### src/hdl/gdb_pkg.sv
// Shared widths, types, and the day-of-year function for the day-difference block.
package gdb_pkg;

    localparam int MONTH_W = 4;
    localparam int DAY_W   = 5;
    localparam int YEAR_W  = 14;
    localparam int DIFF_W  = 23;
    localparam int DOY_W   = 9;
    localparam int ACC_W   = 25;
    localparam int C100_W  = 7;
    localparam int C400_W  = 9;

    localparam logic [DOY_W-1:0]        YEAR_DAYS    = 9'd365;
    localparam logic [C100_W-1:0]       CENTURY_LAST = 7'd99;
    localparam logic [C400_W-1:0]       CYCLE_LAST   = 9'd399;
    localparam logic signed [ACC_W-1:0] DIFF_MAX     = 25'sd4194303;
    localparam logic [DIFF_W-1:0]       DIFF_FLOOR   = DIFF_W'(-366);
    localparam logic [MONTH_W-1:0]      MARCH        = 4'd3;

    typedef enum logic [5:0] {
        ST_IDLE      = 6'b000001,
        ST_SWEEP     = 6'b000010,
        ST_END_DOY   = 6'b000100,
        ST_START_LEN = 6'b001000,
        ST_START_DOY = 6'b010000,
        ST_RESULT    = 6'b100000
    } state_t;

    typedef struct packed {
        logic clear;
        logic step;
    } yc_ctrl_t;

    typedef struct packed {
        logic [YEAR_W-1:0] year;
        logic              leap;
    } yc_stat_t;

    // Length of a year: 365, plus one for a leap year.
    function automatic logic [DOY_W-1:0] year_len(input logic leap);
        return YEAR_DAYS + DOY_W'(leap);
    endfunction

    // Month 0 counts as January, months above 12 as December; day is not checked.
    function automatic logic [DOY_W-1:0] day_of_year(
        input logic [MONTH_W-1:0] month,
        input logic [DAY_W-1:0]   day,
        input logic               leap
    );
        logic [DOY_W-1:0] base;
        unique case (month) inside
            4'd0, 4'd1: base = 9'd0;
            4'd2:       base = 9'd31;
            4'd3:       base = 9'd59;
            4'd4:       base = 9'd90;
            4'd5:       base = 9'd120;
            4'd6:       base = 9'd151;
            4'd7:       base = 9'd181;
            4'd8:       base = 9'd212;
            4'd9:       base = 9'd243;
            4'd10:      base = 9'd273;
            4'd11:      base = 9'd304;
            default:    base = 9'd334;
        endcase
        return base + DOY_W'(leap && (month >= MARCH)) + DOY_W'(day);
    endfunction

endpackage

### src/hdl/gdb_if.sv
// Valid/ready channel interfaces for date pairs and day-difference results.
interface gdb_date_if;
    logic                        valid;
    logic                        ready;
    logic [gdb_pkg::MONTH_W-1:0] start_month;
    logic [gdb_pkg::DAY_W-1:0]   start_mday;
    logic [gdb_pkg::YEAR_W-1:0]  start_year;
    logic [gdb_pkg::MONTH_W-1:0] end_month;
    logic [gdb_pkg::DAY_W-1:0]   end_day;
    logic [gdb_pkg::YEAR_W-1:0]  end_year;

    modport source (
        output valid, start_month, start_mday, start_year, end_month, end_day, end_year,
        input  ready
    );
    modport sink (
        input  valid, start_month, start_mday, start_year, end_month, end_day, end_year,
        output ready
    );
endinterface

interface gdb_span_if;
    logic                              valid;
    logic                              ready;
    logic signed [gdb_pkg::DIFF_W-1:0] day_difference;
    logic                              order_error;

    modport source (
        output valid, day_difference, order_error,
        input  ready
    );
    modport sink (
        input  valid, day_difference, order_error,
        output ready
    );
endinterface

### src/hdl/gregorian_days_between_dates.sv
// Top level: days from a start date to an end date under Gregorian leap rules.
// One transaction on dates carries a start and an end date; one transaction on span
// returns the signed day count. The block handles one date pair at a time: dates.ready
// is high only while the sequencer is idle. After a pair is taken, a year counter
// sweeps from year 0 up to the end year, one year per cycle, tracking the leap test
// with running mod-100 and mod-400 counts, and the shared adder adds 365 or 366 for
// every year strictly between the two years. Three more adder steps add the end
// day-of-year and the days left in the start year, then the result state loads the
// output register. When the end year precedes the start year the sweep is
// skipped and the sequencer goes straight to its result state; that result has
// order_error set and day_difference zero, and it loads as soon as the output
// register is free to take it.
// Dates within one year give end day-of-year minus start day-of-year, which may be
// negative. Month 0 counts as January, months above 12 as December, and days are used
// as given without checking. Counts above 4194303 saturate there. The output register
// holds a result until span.ready takes it, and a new pair may be accepted meanwhile;
// the sequencer only stalls at its final step if the previous result is still waiting.
module gregorian_days_between_dates (
    input  logic       clk,
    input  logic       rst_n,
    gdb_date_if.sink   dates,
    gdb_span_if.source span
);

    gdb_pkg::state_t state_reg, state_next;

    // latched date pair
    logic [gdb_pkg::MONTH_W-1:0] sm_reg, em_reg;
    logic [gdb_pkg::DAY_W-1:0]   sd_reg, ed_reg;
    logic [gdb_pkg::YEAR_W-1:0]  sy_reg, ey_reg;

    // leap flags of the two years, captured during the sweep
    logic leap_s_reg, leap_s_next;
    logic leap_e_reg, leap_e_next;
    logic err_reg, err_next;

    logic signed [gdb_pkg::ACC_W-1:0] acc_reg, acc_next;

    // output register
    logic                              out_valid_reg, out_valid_next;
    logic signed [gdb_pkg::DIFF_W-1:0] out_diff_reg, out_diff_next;
    logic                              out_err_reg, out_err_next;

    logic accept;
    logic out_free;
    logic load_out;

    gdb_pkg::yc_ctrl_t yc_ctrl;
    gdb_pkg::yc_stat_t yc_stat;

    logic signed [gdb_pkg::ACC_W-1:0] add_b;
    logic                             add_sub;
    logic signed [gdb_pkg::ACC_W-1:0] add_sum;

    logic in_between;
    logic at_end_year;

    assign dates.ready = (state_reg == gdb_pkg::ST_IDLE);
    assign accept      = dates.valid && dates.ready;
    assign out_free    = !out_valid_reg || span.ready;
    assign load_out    = (state_reg == gdb_pkg::ST_RESULT) && out_free;

    assign in_between  = (yc_stat.year > sy_reg) && (yc_stat.year < ey_reg);
    assign at_end_year = (yc_stat.year == ey_reg);

    assign yc_ctrl.clear = accept;
    assign yc_ctrl.step  = (state_reg == gdb_pkg::ST_SWEEP) && !at_end_year;

    gdb_year_ctr u_year_ctr (
        .clk   (clk),
        .rst_n (rst_n),
        .ctrl  (yc_ctrl),
        .stat  (yc_stat)
    );

    // operand select for the shared adder
    always_comb
    begin
        add_b   = '0;
        add_sub = 1'b0;
        unique case (state_reg)
            gdb_pkg::ST_SWEEP:
            begin
                add_b = gdb_pkg::ACC_W'(gdb_pkg::year_len(yc_stat.leap));
            end
            gdb_pkg::ST_END_DOY:
            begin
                add_b = gdb_pkg::ACC_W'(gdb_pkg::day_of_year(em_reg, ed_reg, leap_e_reg));
            end
            gdb_pkg::ST_START_LEN:
            begin
                // same-year case skips the start year length
                if (sy_reg != ey_reg)
                begin
                    add_b = gdb_pkg::ACC_W'(gdb_pkg::year_len(leap_s_reg));
                end
            end
            gdb_pkg::ST_START_DOY:
            begin
                add_b   = gdb_pkg::ACC_W'(gdb_pkg::day_of_year(sm_reg, sd_reg, leap_s_reg));
                add_sub = 1'b1;
            end
            default:
            begin
                add_b   = '0;
                add_sub = 1'b0;
            end
        endcase
    end

    gdb_addsub u_addsub (
        .a   (acc_reg),
        .b   (add_b),
        .sub (add_sub),
        .sum (add_sum)
    );

    // sequencer
    always_comb
    begin
        state_next  = state_reg;
        acc_next    = acc_reg;
        leap_s_next = leap_s_reg;
        leap_e_next = leap_e_reg;
        err_next    = err_reg;
        unique case (state_reg)
            gdb_pkg::ST_IDLE:
            begin
                if (accept)
                begin
                    acc_next = '0;
                    err_next = (dates.end_year < dates.start_year);
                    state_next = (dates.end_year < dates.start_year) ?
                                 gdb_pkg::ST_RESULT : gdb_pkg::ST_SWEEP;
                end
            end
            gdb_pkg::ST_SWEEP:
            begin
                if (yc_stat.year == sy_reg)
                begin
                    leap_s_next = yc_stat.leap;
                end
                if (at_end_year)
                begin
                    leap_e_next = yc_stat.leap;
                    state_next  = gdb_pkg::ST_END_DOY;
                end
                if (in_between)
                begin
                    acc_next = add_sum;
                end
            end
            gdb_pkg::ST_END_DOY:
            begin
                acc_next   = add_sum;
                state_next = gdb_pkg::ST_START_LEN;
            end
            gdb_pkg::ST_START_LEN:
            begin
                acc_next   = add_sum;
                state_next = gdb_pkg::ST_START_DOY;
            end
            gdb_pkg::ST_START_DOY:
            begin
                acc_next   = add_sum;
                state_next = gdb_pkg::ST_RESULT;
            end
            gdb_pkg::ST_RESULT:
            begin
                if (out_free)
                begin
                    state_next = gdb_pkg::ST_IDLE;
                end
            end
            default:
            begin
                state_next = gdb_pkg::ST_IDLE;
            end
        endcase
    end

    // output register: load on finish, clear once taken
    always_comb
    begin
        out_valid_next = out_valid_reg;
        out_diff_next  = out_diff_reg;
        out_err_next   = out_err_reg;
        if (load_out)
        begin
            out_valid_next = 1'b1;
            out_err_next   = err_reg;
            if (err_reg)
            begin
                out_diff_next = '0;
            end
            else if (acc_reg > gdb_pkg::DIFF_MAX)
            begin
                out_diff_next = gdb_pkg::DIFF_MAX[gdb_pkg::DIFF_W-1:0];
            end
            else
            begin
                out_diff_next = acc_reg[gdb_pkg::DIFF_W-1:0];
            end
        end
        else if (span.ready)
        begin
            out_valid_next = 1'b0;
        end
    end

    always_ff @(posedge clk or negedge rst_n)
    begin
        if (!rst_n)
        begin
            state_reg     <= gdb_pkg::ST_IDLE;
            out_valid_reg <= 1'b0;
        end
        else
        begin
            state_reg     <= state_next;
            out_valid_reg <= out_valid_next;
        end
    end

    always_ff @(posedge clk)
    begin
        if (accept)
        begin
            sm_reg <= dates.start_month;
            sd_reg <= dates.start_mday;
            sy_reg <= dates.start_year;
            em_reg <= dates.end_month;
            ed_reg <= dates.end_day;
            ey_reg <= dates.end_year;
        end
        acc_reg      <= acc_next;
        leap_s_reg   <= leap_s_next;
        leap_e_reg   <= leap_e_next;
        err_reg      <= err_next;
        out_diff_reg <= out_diff_next;
        out_err_reg  <= out_err_next;
    end

    assign span.valid          = out_valid_reg;
    assign span.day_difference = out_diff_reg;
    assign span.order_error    = out_err_reg;

endmodule

### src/hdl/gdb_year_ctr.sv
// Year sweep counter with running mod-100 and mod-400 counts for the leap test.
module gdb_year_ctr (
    input  logic              clk,
    input  logic              rst_n,
    input  gdb_pkg::yc_ctrl_t ctrl,
    output gdb_pkg::yc_stat_t stat
);

    logic [gdb_pkg::YEAR_W-1:0] year_reg, year_next;
    logic [gdb_pkg::C100_W-1:0] c100_reg, c100_next;
    logic [gdb_pkg::C400_W-1:0] c400_reg, c400_next;

    always_comb
    begin
        year_next = year_reg;
        c100_next = c100_reg;
        c400_next = c400_reg;
        if (ctrl.clear)
        begin
            year_next = '0;
            c100_next = '0;
            c400_next = '0;
        end
        else if (ctrl.step)
        begin
            year_next = year_reg + 1'b1;
            c100_next = (c100_reg == gdb_pkg::CENTURY_LAST) ? '0 : c100_reg + 1'b1;
            c400_next = (c400_reg == gdb_pkg::CYCLE_LAST) ? '0 : c400_reg + 1'b1;
        end
    end

    always_ff @(posedge clk or negedge rst_n)
    begin
        if (!rst_n)
        begin
            year_reg <= '0;
            c100_reg <= '0;
            c400_reg <= '0;
        end
        else
        begin
            year_reg <= year_next;
            c100_reg <= c100_next;
            c400_reg <= c400_next;
        end
    end

    // leap: divisible by 4 and not by 100, or divisible by 400
    assign stat.year = year_reg;
    assign stat.leap = ((year_reg[1:0] == 2'b00) && (c100_reg != '0)) || (c400_reg == '0);

endmodule

### src/hdl/gdb_addsub.sv
// Shared accumulator adder/subtractor used by the sweep and the day-count steps of the sequencer.
module gdb_addsub (
    input  logic signed [gdb_pkg::ACC_W-1:0] a,
    input  logic signed [gdb_pkg::ACC_W-1:0] b,
    input  logic                             sub,
    output logic signed [gdb_pkg::ACC_W-1:0] sum
);

    logic [gdb_pkg::ACC_W-1:0] b_eff;

    assign b_eff = sub ? ~b : b;
    assign sum   = a + b_eff + gdb_pkg::ACC_W'(sub);

endmodule

### src/flat_wrapper.sv
// flat-port wrapper written by rule: the top's interface ports become plain ports
module gregorian_days_between_dates_flat 
  (clk, rst_n, dates_valid, dates_start_month, dates_start_mday, dates_start_year, dates_end_month, dates_end_day, dates_end_year, dates_ready, span_valid, span_day_difference, span_order_error, span_ready);
  gdb_date_if dates_i ();
  gdb_span_if span_i ();
  input  logic clk;
  input  logic rst_n;
  input wire logic [$bits(dates_i.valid)-1:0] dates_valid;
  input wire logic [$bits(dates_i.start_month)-1:0] dates_start_month;
  input wire logic [$bits(dates_i.start_mday)-1:0] dates_start_mday;
  input wire logic [$bits(dates_i.start_year)-1:0] dates_start_year;
  input wire logic [$bits(dates_i.end_month)-1:0] dates_end_month;
  input wire logic [$bits(dates_i.end_day)-1:0] dates_end_day;
  input wire logic [$bits(dates_i.end_year)-1:0] dates_end_year;
  output wire logic [$bits(dates_i.ready)-1:0] dates_ready;
  output wire logic [$bits(span_i.valid)-1:0] span_valid;
  output wire logic [$bits(span_i.day_difference)-1:0] span_day_difference;
  output wire logic [$bits(span_i.order_error)-1:0] span_order_error;
  input wire logic [$bits(span_i.ready)-1:0] span_ready;
  assign dates_i.valid = dates_valid;
  assign dates_i.start_month = dates_start_month;
  assign dates_i.start_mday = dates_start_mday;
  assign dates_i.start_year = dates_start_year;
  assign dates_i.end_month = dates_end_month;
  assign dates_i.end_day = dates_end_day;
  assign dates_i.end_year = dates_end_year;
  assign dates_ready = dates_i.ready;
  assign span_valid = span_i.valid;
  assign span_day_difference = span_i.day_difference;
  assign span_order_error = span_i.order_error;
  assign span_i.ready = span_ready;
  gregorian_days_between_dates u_core (.clk(clk), .rst_n(rst_n), .dates(dates_i), .span(span_i));
endmodule
### config.mk
export PLATFORM = sky130hd
export DESIGN_NAME = gregorian_days_between_dates_flat
export DESIGN_NICKNAME = d
export VERILOG_FILES = /design/src/hdl/gdb_pkg.sv /design/src/hdl/gdb_if.sv /design/src/hdl/gregorian_days_between_dates.sv /design/src/hdl/gdb_year_ctr.sv /design/src/hdl/gdb_addsub.sv /design/src/flat_wrapper.sv
export SDC_FILE = /design/constraint.sdc
export NUM_CORES = 1
export LEC_CHECK = 0
export BUFFER_PORTS_ARGS = -buffer_cell sky130_fd_sc_hd__buf_2
export CAP_MARGIN = 20
export CORE_MARGIN = 1
export CORE_UTILIZATION = 60
export CTS_CLUSTER_SIZE = 16
export DETAILED_ROUTE_END_ITERATION = 7
export PLACE_DENSITY = 0.91
export SYNTH_ARGS = -nofsm -noshare
export SYNTH_HDL_FRONTEND = slang
export SYNTH_SLANG_ARGS = --single-unit
### constraint.sdc
create_clock -name clk -period 7.3 [get_ports clk]
set_input_delay 0 -clock clk [delete_from_list [all_inputs] [get_ports clk]]
set_output_delay 0 -clock clk [all_outputs]
set_load 0.005 [all_outputs]
==> impl_metrics.json <==
{
  "largest_register_ffs": 25,
  "die-area_um2": 14500,
  "pwr-share-seq_pct": 40.4,
  "path_clk_slew_ns": 0.06,
  "vias_per_cell": 6.10,
  "crit_required_ns": 7.45,
  "drt_first_iter_violations": 599,
  "num_vias": 6936,
  "startpoint_type": "flip-flop",
  "placed_cell_area_um2": 8950,
  "worst_pin_slew_ns": 0.917,
  "critPathMaxFanout": 13,
  "hold_viol": 0,
  "area_delta_synth_final_pct": 19.3,
  "routed_wl_um": 20200,
  "ys_ff_latch": 135,
  "core_area_um2": 13500,
  "mostFrequentLayoutCells": "edfxtp_1 (98), nor2_1 (97), ha_1 (78)",
  "grt-ovfl-total": 0,
  "port_buffers": 75,
  "finalSetupViolCount": 0,
  "syn_area_um2": 8390,
  "r2r_start": "u_core.em_reg[2]",
  "die_height_um": 120,
  "avgSynthCellArea_um2": 10.2,
  "critPathTopFamily": "compound AO/OA/AOI/OAI gates",
  "startpoint": "u_core.em_reg[2]",
  "power.density_nw_per_um2": 282,
  "synth-compound-area-share_pct": 15.4,
  "wire_per_inst_um": 17.8,
  "slew_headroom_pct": 38.6,
  "yosysSeqAreaShare_pct": 46.1,
  "cts_root_buf": "clkbuf_16",
  "worstPathCellList": "o21ai_0, a22oi_1, fa_1, inv_1, fa_1, a21o_1, a21oi_1, inv_1, a21oi_1, nor2_1, o311ai_0, a21oi_1, ha_1, and3_1, a31oi_1, a32oi_1, a31oi_1, o21ai_1, a21o_1, a21oi_1, nor3_1, a311oi_1, mux2i_1",
  "status": "completed",
  "grt_max_degree": 69,
  "cts_made_buffers": 17,
  "synthMuxAreaShare_pct": 0.895,
  "die_x_um": 120,
  "grt_pass1_wl_um": 33300,
  "drv_slew": 0,
  "period_needed_ns": 5.77,
  "pwr-share-comb_pct": 31.2,
  "synth_fa_ha_area_share_pct": 12.8,
  "synth_edf_count": 98,
  "p_sw_mw": 0.972,
  "fmax_mhz": 173,
  "cts.path.max_buffers": 2,
  "end_kind": "flip-flop",
  "internal-power_mw": 1.85,
  "synth.distinct_cells": 68,
  "rsz0062_at_grt": "no",
  "fin_skew_ns": 0.00638,
  "antenna_found_initial": 1,
  "synth_warnings": 0,
  "crit_slowest_cell": "edfxtp_1",
  "pwr-share-clk_pct": 28.3,
  "cap_violations": 0,
  "cts_tree": "yes",
  "post_cts_buffers": 0,
  "synth_xor_area_share_pct": 6.06,
  "insertion_delay_ns": 0.42,
  "io_pins": 76,
  "fin_tns_setup_ns": 0,
  "synth_simple_gate_area_share_pct": 14.8,
  "ant_nets": 0,
  "synth_ff_type": "edfxtp_1",
  "fin_nets": 1080,
  "critPathMaxStageDelay_ns": 0.57,
  "final_area_um2": 10000,
  "cts_sinks": 135,
  "path_class": "reg -> reg",
  "hold_path_class": "in -> async",
  "htreeDepth": 4,
  "cts_resized": 0,
  "swShare_pct": 34.4,
  "gp_congestion": 0.890,
  "async_reset_ff_share_pct": 27.4,
  "crit_top_cell": "a21oi_1",
  "rows": 42,
  "cp_num_buf_inv": 2,
  "initial_core_util_pct": 62.3,
  "cp.arrival_ns": 5.91,
  "synth_top_family_by_area": "compound AO/OA/AOI/OAI gates",
  "grt_usage_pct": 29.8,
  "p_leak_nw": 4.54,
  "final_common_cell": "edfxtp_1",
  "grt_pass1_vias": 6919,
  "synth_nets": 952,
  "remaining_drc_errors": 0,
  "ir_drop_v": 0.000187,
  "drtPass1Iterations": 5,
  "fin_crit_sh_pct": 79.0,
  "drive_gt1_share_pct": 13.2,
  "syn_inst": 819,
  "hpwl_um": 12800
}
synth_stat cells (3+ instances only):
master	n	area [um^2]
and2_1	3	18.8
o21ai_0	38	190
nor2_1	97	364
nand2b_1	11	68.8
nor3_1	13	65.1
a211oi_1	4	30.0
nand4_1	17	106
and3_1	11	68.8
a31oi_1	8	50.1
clkbuf_1	19	71.3
nor4_1	7	43.8
a21oi_1	57	285
xnor2_1	32	280
nor3b_1	3	22.5
ha_1	78	976
inv_1	63	236
nand3_1	19	95.1
nand3b_1	5	37.5
fa_1	5	100
o21bai_1	3	22.5
edfxtp_1	98	2940
dfrtp_1	36	901
o31ai_1	3	22.5
o22ai_1	5	31.3
a21o_1	41	308
nor2b_1	11	68.8
mux2i_1	6	60.1
xor2_1	26	228
o21a_1	8	60.1
nand2_1	44	165
layout make-up:
cell class	instances	area, um^2
inverters	65	244
multi-input cells	598	4200
clock buffers	25	508
well taps	176	220
fillers	900	3450
diodes	1	2.50
flip-flops and latches	135	3870
clock inverters	7	40.0
repair buffers	130	922
worst register-to-register path, stage by stage, from the launching register on:
cell,delay [ns]
edfxtp_1,0.57
o21ai_0,0.17
a22oi_1,0.28
fa_1,0.23
inv_1,0.07
fa_1,0.40
a21o_1,0.17
a21oi_1,0.23
inv_1,0.07
a21oi_1,0.14
nor2_1,0.07
o311ai_0,0.32
a21oi_1,0.14
ha_1,0.38
and3_1,0.26
a31oi_1,0.28
a32oi_1,0.23
a31oi_1,0.36
o21ai_1,0.15
a21o_1,0.19
a21oi_1,0.26
nor3_1,0.09
a311oi_1,0.30
mux2i_1,0.12
repair_timing:
item,CTS,global route
hold buffers,49,0
endpoints found under the setup margin,0,0
endpoints found under the hold margin,84,0
metrics by stage:
stage / utilization (%) / hold slack [ns] / std cells / setup WS (ns) / total power [mW]
global placement: 66.4 / 0.136 / 1053 / 1.92 / 1.92
finish: 74.4 / 0.244 / 1137 / 1.53 / 2.82
detailed placement: 66.5 / 0.137 / 1054 / 1.71 / 1.97
CTS: 74.2 / 0.220 / 1135 / 1.67 / 2.79
global route: 74.4 / 0.281 / 1137 / 1.14 / 2.96
floorplan: - / -0.296 / 819 / 2.19 / 1.73
cell families after synthesis:
| group | count (synthesis) |
|---|---|
| simple gates | 254 |
| mux | 7 |
| flops | 135 |
| fa+ha+maj | 83 |
| buf+inv | 86 |
| xor+xnor | 58 |
| compound gates | 196 |
power groups by stage:
stage	logic (mW)	clock network [mW]	registers, mW
2_1_floorplan	0.627	0	1.10
3_3_place_gp	0.784	0	1.14
3_5_place_dp	0.824	0	1.15
4_1_cts	0.858	0.798	1.13
5_1_grt	0.972	0.834	1.16
6_report	0.882	0.799	1.14
routing by layer:
layer / part of all wire [%] / global-route usage (%) / vias up
li1: - / - / 3224
met1: 40 / 34.7 / 3347
met2: 50 / 51.6 / 297
met3: 5.9 / 6.56 / 68
met4: 3.8 / 15.2 / 0
met5: 0 / 0 / -
worst paths after layout:
path / endpoint / slack (ns) / depth (start not counted)
max: u_core.acc_reg[24] / 1.53 / 23
min: u_core.u_year_ctr.year_reg[2] / 0.24 / 2
max reg2reg: u_core.acc_reg[24] / 1.53 / 23
min reg2reg: u_core.u_year_ctr.c100_reg[6] / 0.52 / 1
max in group asynchronous: u_core.state_reg[3] / 6.55 / 2
min in group clk: u_core.sm_reg[0] / 0.29 / 2
(Power assumes the default switching activity.)
